--- config.mk ---
export PLATFORM = sky130hd
export DESIGN_NAME = lalt_search
export DESIGN_NICKNAME = d
export VERILOG_FILES = /design/src/rtl/lalt_pkg.sv /design/src/rtl/lalt_search.sv
export SDC_FILE = /design/constraint.sdc
export NUM_CORES = 1
export LEC_CHECK = 0
export BUFFER_PORTS_ARGS = -buffer_cell sky130_fd_sc_hd__buf_2
export CELL_PAD_IN_SITES_DETAIL_PLACEMENT = 0
export CELL_PAD_IN_SITES_GLOBAL_PLACEMENT = 2
export CORE_MARGIN = 2
export CORE_UTILIZATION = 32
export DETAILED_ROUTE_END_ITERATION = 10
export PLACE_DENSITY = 0.82
export SETUP_SLACK_MARGIN = 0.02
export SLEW_MARGIN = 0
export SYNTH_ARGS = -nofsm -noshare
export SYNTH_HDL_FRONTEND = slang
export SYNTH_SLANG_ARGS = --single-unit
--- constraint.sdc ---
create_clock -name clk -period 15.99 [get_ports clk]
set_input_delay 0 -clock clk [delete_from_list [all_inputs] [get_ports clk]]
set_output_delay 0 -clock clk [all_outputs]
set_load 0.1 [all_outputs]
--- src/rtl/lalt_pkg.sv ---
// shared types and constants of the line/address table lookup
package lalt_pkg;

	localparam int LINE_W          = 24;
	localparam int IDX_IN_W        = 8;
	localparam int CNT_IN_W        = 9;
	localparam int SLIDE_W         = 2;
	localparam int DEF_TABLE_DEPTH = 256;
	localparam int DEF_ADDR_WIDTH  = 32;

	// operation codes of an input item
	typedef enum logic [1:0] {
		OP_WR_ADDR   = 2'd0,
		OP_WR_LINE   = 2'd1,
		OP_ADDR2LINE = 2'd2,
		OP_LINE2ADDR = 2'd3
	} op_t;

	// configuration register indexes
	typedef enum logic [1:0] {
		CFG_TABLE_PRESENT = 2'd0,
		CFG_BASE_OFFSET   = 2'd1,
		CFG_ENTRY_COUNT   = 2'd2
	} cfg_idx_t;

	// search sequencer states
	typedef enum logic [2:0] {
		S_IDLE,
		S_FIRST,
		S_LAST,
		S_PROBE,
		S_FETCH,
		S_DONE
	} state_t;

	// lookup start control handed to the search engine
	typedef struct packed {
		logic               start;
		logic               by_line;
		logic [SLIDE_W-1:0] slide;
	} lk_ctl_t;

endpackage

--- src/rtl/lalt_search.sv ---
// binary search sequencer reading one table entry per cycle
module lalt_search #(
	parameter int TABLE_DEPTH = lalt_pkg::DEF_TABLE_DEPTH,
	parameter int ADDR_WIDTH  = lalt_pkg::DEF_ADDR_WIDTH,
	localparam int IDX_W = $clog2(TABLE_DEPTH),
	localparam int CNT_W = $clog2(TABLE_DEPTH + 1),
	localparam int KEY_W = (ADDR_WIDTH > lalt_pkg::LINE_W) ? ADDR_WIDTH : lalt_pkg::LINE_W,
	localparam int ENT_W = ADDR_WIDTH + lalt_pkg::LINE_W
) (
	input  logic                        clk,
	input  logic                        arst_n,
	input  lalt_pkg::lk_ctl_t           ctl,
	input  logic [KEY_W-1:0]            key,
	input  logic                        table_present,
	input  logic [ADDR_WIDTH-1:0]       base_offset,
	input  logic [CNT_W-1:0]            count,
	output logic                        idle,
	output logic [IDX_W-1:0]            raddr,
	input  logic [ENT_W-1:0]            rdata_a,
	input  logic [ENT_W-1:0]            rdata_l,
	output logic                        res_valid,
	input  logic                        res_ready,
	output logic [lalt_pkg::LINE_W-1:0] res_line,
	output logic [ADDR_WIDTH-1:0]       res_addr
);
	import lalt_pkg::*;

	localparam int SW = CNT_W + 1;

	state_t                state_q, state_d;
	logic [KEY_W-1:0]      key_q;
	logic                  by_line_q;
	logic [SLIDE_W-1:0]    slide_q;
	logic signed [SW-1:0]  first_q, last_q;
	logic [IDX_W-1:0]      mid_q;
	logic [LINE_W-1:0]     res_line_q;
	logic [ADDR_WIDTH-1:0] res_addr_q;

	logic [ENT_W-1:0]      rdata;
	logic [ADDR_WIDTH-1:0] ent_addr;
	logic [LINE_W-1:0]     ent_line;
	logic [KEY_W-1:0]      ent_key;
	logic                  key_lt, key_gt;
	logic                  slide_pos, slide_neg, slide_zero;
	logic                  empty;
	logic [CNT_W-1:0]      cnt_m1;
	logic signed [SW-1:0]  last_init, mid_ext, first_n, last_n, miss_slot;
	logic signed [SW:0]    mid_sum;
	logic [IDX_W-1:0]      mid0, mid_n;
	logic                  go_on, miss_ok;
	logic                  ld_key, ld_bounds, ld_step, ld_res, res_zero;

	// entry under test
	assign rdata    = by_line_q ? rdata_l : rdata_a;
	assign ent_addr = rdata[ENT_W-1:LINE_W];
	assign ent_line = rdata[LINE_W-1:0];
	assign ent_key  = by_line_q ? KEY_W'(ent_line) : KEY_W'(ent_addr);
	assign key_lt   = key_q < ent_key;
	assign key_gt   = key_q > ent_key;

	// miss rule decode
	assign slide_neg  = slide_q[1];
	assign slide_pos  = !slide_q[1] && slide_q[0];
	assign slide_zero = (slide_q == '0);

	// bounds of the search window
	assign empty     = !table_present || (count == '0);
	assign cnt_m1    = count - CNT_W'(1);
	assign last_init = $signed(SW'(cnt_m1));
	assign mid0      = IDX_W'(cnt_m1 >> 1);
	assign mid_ext   = $signed(SW'(mid_q));

	// one halving step
	assign first_n   = key_lt ? first_q : mid_ext + $signed(SW'(1));
	assign last_n    = key_lt ? mid_ext - $signed(SW'(1)) : last_q;
	assign go_on     = first_n <= last_n;
	assign mid_sum   = $signed((SW + 1)'(first_n)) + $signed((SW + 1)'(last_n));
	assign mid_n     = IDX_W'(mid_sum[SW:1]);
	assign miss_slot = slide_pos ? last_n + $signed(SW'(1)) : last_n;
	assign miss_ok   = !slide_zero && (miss_slot >= $signed(SW'(0)))
		&& (miss_slot < $signed(SW'(count)));

	// next state
	always_comb begin
		state_d = state_q;
		unique case (state_q)
			S_IDLE: begin
				if (ctl.start) begin
					state_d = empty ? S_DONE : S_FIRST;
				end
			end
			S_FIRST: begin
				state_d = key_lt ? S_DONE : S_LAST;
			end
			S_LAST: begin
				state_d = key_gt ? S_DONE : S_PROBE;
			end
			S_PROBE: begin
				if (!key_lt && !key_gt) begin
					state_d = S_DONE;
				end else if (go_on) begin
					state_d = S_PROBE;
				end else if (miss_ok) begin
					state_d = S_FETCH;
				end else begin
					state_d = S_DONE;
				end
			end
			S_FETCH: begin
				state_d = S_DONE;
			end
			S_DONE: begin
				if (res_ready) begin
					state_d = S_IDLE;
				end
			end
			default: state_d = S_IDLE;
		endcase
	end

	// read address and datapath controls
	always_comb begin
		raddr     = '0;
		ld_key    = 1'b0;
		ld_bounds = 1'b0;
		ld_step   = 1'b0;
		ld_res    = 1'b0;
		res_zero  = 1'b0;
		unique case (state_q)
			S_IDLE: begin
				ld_key = ctl.start;
				ld_res = ctl.start && empty;
				res_zero = 1'b1;
			end
			S_FIRST: begin
				raddr    = IDX_W'(cnt_m1);
				ld_res   = key_lt;
				res_zero = !slide_pos;
			end
			S_LAST: begin
				raddr     = mid0;
				ld_bounds = !key_gt;
				ld_res    = key_gt;
				res_zero  = !slide_neg;
			end
			S_PROBE: begin
				ld_step = 1'b1;
				if (!key_lt && !key_gt) begin
					ld_res = 1'b1;
				end else if (go_on) begin
					raddr = mid_n;
				end else if (miss_ok) begin
					raddr = IDX_W'(miss_slot);
				end else begin
					ld_res   = 1'b1;
					res_zero = 1'b1;
				end
			end
			S_FETCH: begin
				ld_res = 1'b1;
			end
			S_DONE: begin
				ld_res = 1'b0;
			end
			default: ld_res = 1'b0;
		endcase
	end

	// state register
	always_ff @(posedge clk or negedge arst_n) begin
		if (!arst_n) begin
			state_q <= S_IDLE;
		end else begin
			state_q <= state_d;
		end
	end

	// lookup context, window and answer
	always_ff @(posedge clk) begin
		if (ld_key) begin
			key_q     <= key;
			by_line_q <= ctl.by_line;
			slide_q   <= ctl.slide;
		end
		if (ld_bounds) begin
			first_q <= '0;
			last_q  <= last_init;
			mid_q   <= mid0;
		end else if (ld_step) begin
			first_q <= first_n;
			last_q  <= last_n;
			mid_q   <= mid_n;
		end
		if (ld_res) begin
			res_line_q <= (res_zero || by_line_q) ? '0 : ent_line;
			res_addr_q <= (res_zero || !by_line_q) ? '0 : ent_addr + base_offset;
		end
	end

	assign idle      = (state_q == S_IDLE);
	assign res_valid = (state_q == S_DONE);
	assign res_line  = res_line_q;
	assign res_addr  = res_addr_q;

endmodule

==> flow_summary.toml, run 1 <==
[synthesis]
synth_cells = 998
ys_seq_area_frac = 0.379
synthTopCellsByArea = "edfxtp_1 (35%), ha_1 (12%), nor2_1 (5.0%)"
synth-async-reset-ratio = 0.0246
synth_top_flop_cell = "edfxtp_1"
synth.distinct_cells = 72
avgSynthCellArea_sq_um = 9.37
synth-seq-cells = 122
synth_edf_count = 108
yosys.area.top_type = "edfxtp_1"
synth_top_area_frac = 0.347
syn-num-nets = 1286
synth_area_sq_um = 9350
synth_warnings = 0

[placement]
hpwl_um = 23700
dpl_cell_area_sq_um = 11000
numPortBuffers = 258
place.gp.congestion = 0.869

[job]
maxCapViolations = 0

[global_route]
grt_overflow_total = 0
grt_pass1_vias = 8469
antenna_found_initial = 0
grt_pass1_wl_um = 47100
grt_max_degree = 68
grt_usage = 0.197

[sta]
tns_ns = 0
grt_setup_unrepaired = "no"
setup_viol_count_final = 0
max_freq_ghz = 0.137
maxSlewViolCount = 0
fin_crit_sh = 0.456
slew_headroom = 0.339
hold_viol_final = 0
worst_pin_slew_ns = 0.988
finClkSkew_ns = 0.0154
period_minus_slack_ns = 7.29

[cells_and_area]
diodes = 0
final_area_sq_um = 12300
drive_gt1_frac = 0.255
fin_nets = 1597
area_growth_pct = 32.0

[route]
drt_wl_total_um = 30500
drt.antenna.violating_nets = 0
vias_per_cell = 5.02
drcViolationCount = 0
wire_per_inst_um = 17.9
drt_iter0_drc = 658
drt_pass1_iterations = 7
dr_total_vias = 8571

[floorplan]
rows = 62
design.core.area_sq_um = 28700
initial_core_util = 0.326
die_w_um = 175
io_pins = 259
die_y_um = 175
dieArea_sq_um = 30600

[worst_hold_path]
hp-class = "in2reg"
min_to = "res_addr[0]"
min_from = "rdata_l[24]"
hold_depth = 6

[critical_path]
crit_path_max_fanout = 67
cp-start-kind = "flip-flop"
rr_startpoint = "by_line_q"
rr_worst_depth = 25
r2r_end = "res_line[13]"
critPathCaptureType = "output port"
critPathKind = "reg2out"
r2r_slack_ns = 8.94
worst_ep_required_time_ns = 15.99
cp-startpoint = "by_line_q"
cp.arrival_ns = 7.29

[clock_tree]
cts_inserted_buffers = 17
post-cts-setup-buffers = 0
cts_resized = 0
cts_sinks = 122
clock-root-buffer = "clkbuf_16"
htreeDepth = 4
clkLatencyLatePin_ns = 0.43
clock_path_buffers = 2
ctsHoldBuffers = 65
clk_pin_slew_ns = 0.06
tritoncts = "yes"

[pwr]
ir_worst_vdd_mv = 0.219
p_leak_nw = 5.44
pwr_density_cell_nw_per_um2 = 208

[run_status]
outcome = "finished, final reports clean"
-- critical path, stage by stage (launching register included) --
cell and delay, ns:
edfxtp_1 0.32, buf_4 0.67, mux2i_1 0.30, ha_1 0.30, a21oi_1 0.16, nand3_1 0.10
a221o_1 0.39, o31a_1 0.30, nor2_1 0.25, buf_4 0.32, nor2_1 0.06, a21oi_1 0.40
ha_1 0.23, nand2_1 0.11, nor2_1 0.15, nand3_1 0.09, a21oi_1 0.25, xnor2_1 0.16
ha_1 0.24, a211oi_1 0.22, nand2_1 0.13, a2111oi_2 0.44, o31ai_2 0.21, nor3_4 0.35
a221o_1 0.25, buf_2 0.43
-- cell usage after synthesis, types with 3 or more instances --
library cell and number:
a211oi_1 12, a21o_1 12, a21oi_1 81, a221o_1 10, a22oi_1 8, a31oi_1 5
and2_1 28, and3_1 11, and4_1 3, buf_1 7, buf_2 5, buf_6 4
clkbuf_1 20, dfrtp_1 3, dfxtp_1 11, edfxtp_1 108, ha_1 93, inv_1 44
mux2_2 22, mux2i_1 26, nand2_1 87, nand2b_1 18, nand3_1 21, nand4_1 15
nor2_1 124, nor2b_1 12, nor3_1 25, nor3b_1 3, nor4_1 7, o211ai_1 6
o21a_1 5, o21ai_0 43, o21ai_1 4, o21bai_1 7, o31a_1 4, o31ai_1 4
or4_1 3, xnor2_1 33, xor2_1 25
-- final cells by class --
class                      instances  area [sq um]
clock buffer                      18           439
multi-input combinational        795          5480
sequential                       122          3540
clock inverter                    14           243
tap                              384           480
fill                            2857         16400
timing repair buffer             329          1990
inverter                          44           165
-- where the power goes --
| group | internal, W | switching, W |
|---|---|---|
| Sequential | 0.000527 | 0.0000641 |
| Combinational | 0.000350 | 0.00118 |
| Clock | 0.000298 | 0.000152 |
| Total | 0.00117 | 0.00140 |
-- registers in the layout, summed over array words and instances (netlist names), 2 cells and up --
signal,cells
last_q,10
res_addr,32
mid_q,8
state_q,3
slide_q,2
res_line,24
key_q,32
first_q,10
-- cell families (layout without fill, tap and decap cells) --
logic type	count (synthesis)	after routing	share of synthesized area
compound gates	224	224	0.156
simple gates	370	370	0.191
mux	48	48	0.0544
fa+ha+maj	95	95	0.129
xor+xnor	58	58	0.0544
flops	122	122	0.379
buf+inv	81	405	0.0368
-- stage by stage --
step | cells | total power (W) | setup slack, ns | util | hold slack [ns]
5_1_grt | 1706 | 0.00270 | 8.07 | 0.430 | 0.105
3_3_place_gp | 1609 | 0.00211 | 9.22 | 0.383 | -0.200
6_report | 1706 | 0.00257 | 8.70 | 0.430 | 0.0998
3_5_place_dp | 1609 | 0.00211 | 8.94 | 0.383 | -0.199
2_1_floorplan | 998 | 0.00182 | 3.78 | - | -0.296
4_1_cts | 1706 | 0.00258 | 8.75 | 0.430 | 0.0805
-- cell usage in the layout, fill, tap and decap left out, types with 4 or more instances in the layout --
cell / netlist / layout
and2_1: 28 / 27
nand4_1: 15 / 15
o211ai_1: 6 / 6
nor2b_1: 12 / 12
xor2_1: 25 / 25
nand2b_1: 18 / 18
o21bai_1: 7 / 7
nor3_1: 25 / 24
and3_1: 11 / 11
buf_4: 1 / 6
a21o_1: 12 / 12
buf_2: 5 / 258
nand2_1: 87 / 87
nand3_1: 21 / 21
a22oi_1: 8 / 8
xnor2_1: 33 / 33
inv_1: 44 / 44
clkbuf_16: 0 / 17
edfxtp_1: 108 / 108
dfxtp_1: 11 / 11
dlygate4sd3_1: 0 / 65
nor2_1: 124 / 124
mux2i_1: 26 / 26
a31oi_1: 5 / 5
a21oi_1: 81 / 81
nor4_1: 7 / 7
a221o_1: 10 / 10
o31a_1: 4 / 4
clkinv_4: 0 / 4
mux2_2: 22 / 22
o21a_1: 5 / 5
ha_1: 93 / 93
a211oi_1: 12 / 12
o21ai_1: 4 / 4
o21ai_0: 43 / 43
o31ai_1: 4 / 4
bufinv_16: 0 / 6
-- worst max path at each step --
stage                    to
4_1_cts            raddr[6]
5_1_grt            raddr[4]
6_report           raddr[6]
3_3_place_gp   res_line[13]
2_1_floorplan   res_addr[0]
3_5_place_dp   res_line[11]
-- metal layers --
metal,routed length [um],track usage
met1,14000,0.267
met2,14800,0.332
met3,1380,0.0279
met4,332,0.0462
met5,0,0
Note: power is estimated with default switching activity, not from simulation.
==> run 2, diff against run 1 <==
Settings changed: CORE_UTILIZATION 32 to 29, PLACE_DENSITY 0.82 to 0.79.
Clock period 15.99 ns to 6.15 ns, I/O delays scaled along.
==> run 2 against run 1 <==
  * Via count up 0.72%
  * Final area increased by 3.4%
  * Clock power increased by 120%
  * Die area rose by 10%
  * First-iteration DRC count down 29%
  * Cell count up 2.3%
  * Worst setup slack worse by 8.4 ns
  * Clock skew about the same
  * Largest power group unchanged
  * Highest routed layer unchanged
==> flow_summary.toml, run 2 (synthesized netlist as in run 1, its figures left out) <==
[route]
drcViolationCount = 0
dr_total_vias = 8633
wire_per_inst_um = 17.8
drt_wl_total_um = 31200
drt_iter0_drc = 464
vias_per_cell = 4.94
drt.antenna.violating_nets = 0
drt_pass1_iterations = 4

[placement]
hpwl_um = 24800
numPortBuffers = 258
dpl_cell_area_sq_um = 11300
dp_slack_ns = 0.137
place.gp.congestion = 0.887

[sta]
fin_crit_sh = 0.951
worst_pin_slew_ns = 0.985
setup_viol_count_final = 0
period_minus_slack_ns = 5.85
grt_setup_unrepaired = "no"
hold_viol_final = 0
final.setup.worst_slack_ns = 0.301
slew_headroom = 0.343
max_freq_ghz = 0.171
maxSlewViolCount = 0
finClkSkew_ns = 0.0156

[clock_tree]
clock_path_buffers = 2
clkLatencyLatePin_ns = 0.43
clk_pin_slew_ns = 0.06
tritoncts = "yes"
cts_inserted_buffers = 17
htreeDepth = 4
cts_sinks = 122
clock-root-buffer = "clkbuf_16"

[floorplan]
initial_core_util = 0.295
die_w_um = 184
io_pins = 259
rows = 65
dieArea_sq_um = 33700
die_y_um = 184
design.core.area_sq_um = 31600

[worst_hold_path]
hp-class = "in2reg"

[critical_path]
cpPeakStageDelay_ns = 0.46
cp_common_cell = "buf_12"
slowest_stage = "edfxtp_1"
cp-start-kind = "flip-flop"
crit_path_max_fanout = 31
critPathCaptureType = "output port"
critPathKind = "reg2out"
cp-startpoint = "by_line_q"
r2r_end = "res_line[22]"
rr_worst_depth = 24
worst_ep_required_time_ns = 6.15
crit_end = "raddr[7]"
r2r_slack_ns = 0.36
rr_startpoint = "by_line_q"
cp.arrival_ns = 5.85

[global_route]
grt_pass1_wl_um = 47200
grt_overflow_total = 0
grt_max_degree = 57
antenna_found_initial = 0
grt_usage = 0.183
grt_pass1_vias = 8420

[cells_and_area]
drive_gt1_frac = 0.278
layout_common_cells = "buf_2 (250), nor2_1 (122), edfxtp_1 (108)"
n_fill_cell = 3174
final_common_cell = "buf_2"
area_growth_pct = 36.5
final_area_sq_um = 12800
fin_util = 0.403
fin_nets = 1619
diodes = 0

[run_status]
outcome = "finished, final reports clean"

[pwr]
p_leak_nw = 5.59
ir_worst_vdd_mv = 0.524
pwr_density_cell_nw_per_um2 = 532

[job]
maxCapViolations = 0
[run 2: changes by cell type in the layout (fill, tap and decap cells not counted), sizes merged]
cell and delta:
dlygate4sd3 -1, clkinv -2, clkbuf +4, bufinv -4
buf +23, clkinvlp +4, inv -2
[run 2: report_power, final]
group | total [W] | internal (W) | switching [W]
registers | 0.00155 | 0.00137 | 0.000180
logic | 0.00423 | 0.00111 | 0.00312
clock network | 0.00101 | 0.000628 | 0.000383
[run 2: metrics by stage]
stage | TNS [ns] | hold WS (ns) | total power, W | cells
floorplan | -6.28 | -0.296 | 0.00470 | 998
global placement | 0 | -0.202 | 0.00568 | 1639
detailed placement | 0 | -0.198 | 0.00568 | 1639
CTS | 0 | 0.0940 | 0.00676 | 1736
global route | 0 | 0.124 | 0.00715 | 1746
finish | 0 | 0.110 | 0.00679 | 1746
[run 2: layout make-up]
type / instances / area (sq um) / area share
clock inverters: 10 / 118 / 0.00922
flip-flops and latches: 122 / 3540 / 0.277
well taps: 402 / 503 / 0.0394
multi-input cells: 795 / 5620 / 0.441
inverters: 44 / 165 / 0.0129
repair buffers: 351 / 2330 / 0.183
clock buffers: 22 / 474 / 0.0372
[run 2: per-layer routing]
metal	share of wire	global-route usage
met5	0	0
met4	0.012	0.0448
met3	0.040	0.0287
met2	0.48	0.310
met1	0.47	0.244
[run 2: timing repair]
| item | 4_1_cts | 5_1_grt |
|---|---|---|
| hold buffers | 64 | 0 |
| pin swaps | 3 | 9 |
| gates resized for setup | 6 | 9 |
| setup endpoints to repair | 8 | 74 |
| endpoints found under the hold margin | 65 | 0 |
| buffers inserted | 1 | 10 |
[run 2: worst min path at each step]
stage	slack, ns	startpoint	cells after the start	endpoint
global route	0.12	base_offset[8]	4	res_addr[8]
floorplan	-0.30	arst_n	0	state_q[0]
finish	0.11	base_offset[0]	4	res_addr[0]
CTS	0.09	base_offset[0]	4	res_addr[0]
global placement	-0.20	arst_n	1	state_q[0]
detailed placement	-0.20	arst_n	1	state_q[0]
[run 2: critical path, delay by kind of cell (launching register included)]
family	cells	cell delay, ns
buffers and inverters	5	0.89
XOR/XNOR	1	0.21
adder cells (fa/ha/maj)	3	0.76
AND/OR/NAND/NOR	11	1.75
AO/OA/AOI/OAI	6	1.33
flip-flops	1	0.46
==> run 3, diff against run 2 <==
Settings changed: CELL_PAD_IN_SITES_GLOBAL_PLACEMENT 2 to 1, CORE_UTILIZATION 29 to 36, PLACE_DENSITY 0.79 to 0.78.
==> run 3 against run 2 <==
  * Hold slack got worse by 0.045 ns
  * Sequential power barely moved
  * Non-clock buffer count rose by 8
  * Combinational power barely moved
  * Power rose by 0.89%
  * First-iteration DRC count rose by 28%
  * Cell count fell by 3.6%
  * Via count rose by 2.4%
  * Clock power rose by 6%
  * Final area rose by 0.34%
  * Core utilization rose by 10 points
==> flow_summary.toml, run 3 (synthesized netlist as in run 1, its figures left out) <==
[clock_tree]
clock-root-buffer = "clkbuf_16"
clkLatencyLatePin_ns = 0.42
cts_sinks = 122
cts_inserted_buffers = 17
htreeDepth = 4
clock_path_buffers = 2
tritoncts = "yes"
clk_pin_slew_ns = 0.06

[critical_path]
cp.arrival_ns = 5.99
crit_path_max_fanout = 17
cp-start-kind = "flip-flop"
cpPeakStageDelay_ns = 0.45
path_delay_family = "compound AO/OA/AOI/OAI gates"
cp_common_cell = "buf_12"
cp_num_buf_inv = 3
critPathCaptureType = "output port"
slowest_stage = "edfxtp_1"
worst_ep_required_time_ns = 6.15
critPathKind = "reg2out"

[route]
drt.antenna.violating_nets = 0
drcViolationCount = 0
drt_iter0_drc = 595
wire_per_inst_um = 18.3
drt_pass1_iterations = 5
drt_wl_total_um = 30700
dr_total_vias = 8837
vias_per_cell = 5.25

[pwr]
pwr_density_cell_nw_per_um2 = 535
ir_worst_vdd_mv = 0.469
p_leak_nw = 5.64
finalPower_w = 0.00685

[sta]
maxSlewViolCount = 0
hold_viol_final = 0
worst_pin_slew_ns = 0.949
final.setup.worst_slack_ns = 0.156
period_minus_slack_ns = 5.99
max_freq_ghz = 0.167
finClkSkew_ns = 0.0111
slew_headroom = 0.365
holdWs_ns = 0.0655
setup_viol_count_final = 0
fin_crit_sh = 0.975
tns_ns = 0

[floorplan]
design.core.area_sq_um = 25300
die_w_um = 165
io_pins = 259
initial_core_util = 0.369
rows = 58
dieArea_sq_um = 27300
die_y_um = 165

[global_route]
grt_pass1_vias = 8458
grt_usage = 0.219
grt_pass1_wl_um = 45700
grt_overflow_total = 0
grt_max_degree = 57
antenna_found_initial = 1

[run_status]
outcome = "finished, final reports clean"

[worst_hold_path]
hp-class = "in2reg"

[cells_and_area]
multi_input_area_sq_um = 5660
regArea_sq_um = 3540
fin_nets = 1627
fin_util = 0.505
n_fill_cell = 2363
layout_common_cells = "buf_2 (250), nor2_1 (120), edfxtp_1 (108)"
area_growth_pct = 36.9
final_common_cell = "buf_2"
drive_gt1_frac = 0.291

[placement]
hpwl_um = 23500
numPortBuffers = 258
place.gp.congestion = 0.908
dp_slack_ns = -0.0499

[job]
maxCapViolations = 0
[run 3: what timing repair did]
| item | in CTS | in global routing |
|---|---|---|
| resized for setup | 8 | 14 |
| endpoints found under the hold margin | 65 | 0 |
| hold buffers | 64 | 0 |
| setup endpoints to repair | 20 | 120 |
| setup buffers | 3 | 8 |
| pin swaps | 3 | 9 |
| gates cloned | 0 | 1 |
[run 3: report_power, final]
group	switching (W)	internal (W)	total, W
combinational	0.00313	0.00112	0.00425
clock	0.000420	0.000646	0.00107
sequential	0.000170	0.00136	0.00153
total	0.00372	0.00313	0.00685
[run 3: final cells by class]
cell class | instances | area share
Sequential cell | 122 | 0.276
Multi-Input combinational cell | 795 | 0.442
Inverter | 44 | 0.0129
Timing Repair Buffer | 359 | 0.188
Tap cell | 330 | 0.0323
Antenna cell | 1 | 0.000196
Clock inverter | 15 | 0.0147
Clock buffer | 17 | 0.0332
[run 3: worst paths after layout]
kind	depth (start not counted)	startpoint	to	slack, ns
worst min-delay path	4	base_offset[0]	res_addr[0]	0.07
max in group asynchronous	3	arst_n	state_q[1]	5.54
min in group asynchronous	3	arst_n	state_q[0]	0.46
worst max-delay path	26	by_line_q	raddr[4]	0.16
worst min register to register	2	first_q[8]	first_q[8]	0.46
worst max register to register	25	by_line_q	res_addr[12]	0.25
[run 3: per-layer routing]
layer  up-vias  routed length, um  GRT usage
met2       273              14900      0.364
met4         0                590     0.0636
li1       4317                  -          -
met3        42               1530     0.0360
met5         -                  0          0
met1      4205              13700      0.292
[run 3: per-stage QoR]
step	std cells	area, sq um
finish	1683	12800
global route	1682	12800
CTS	1673	12700
detailed placement	1574	11300
global placement	1574	11300
floorplan	998	9460
[run 3: worst min-delay path, stage by stage]
cell	delay (ns)
buf_2	0.11
ha_1	0.13
inv_1	0.04
nor2_1	0.09
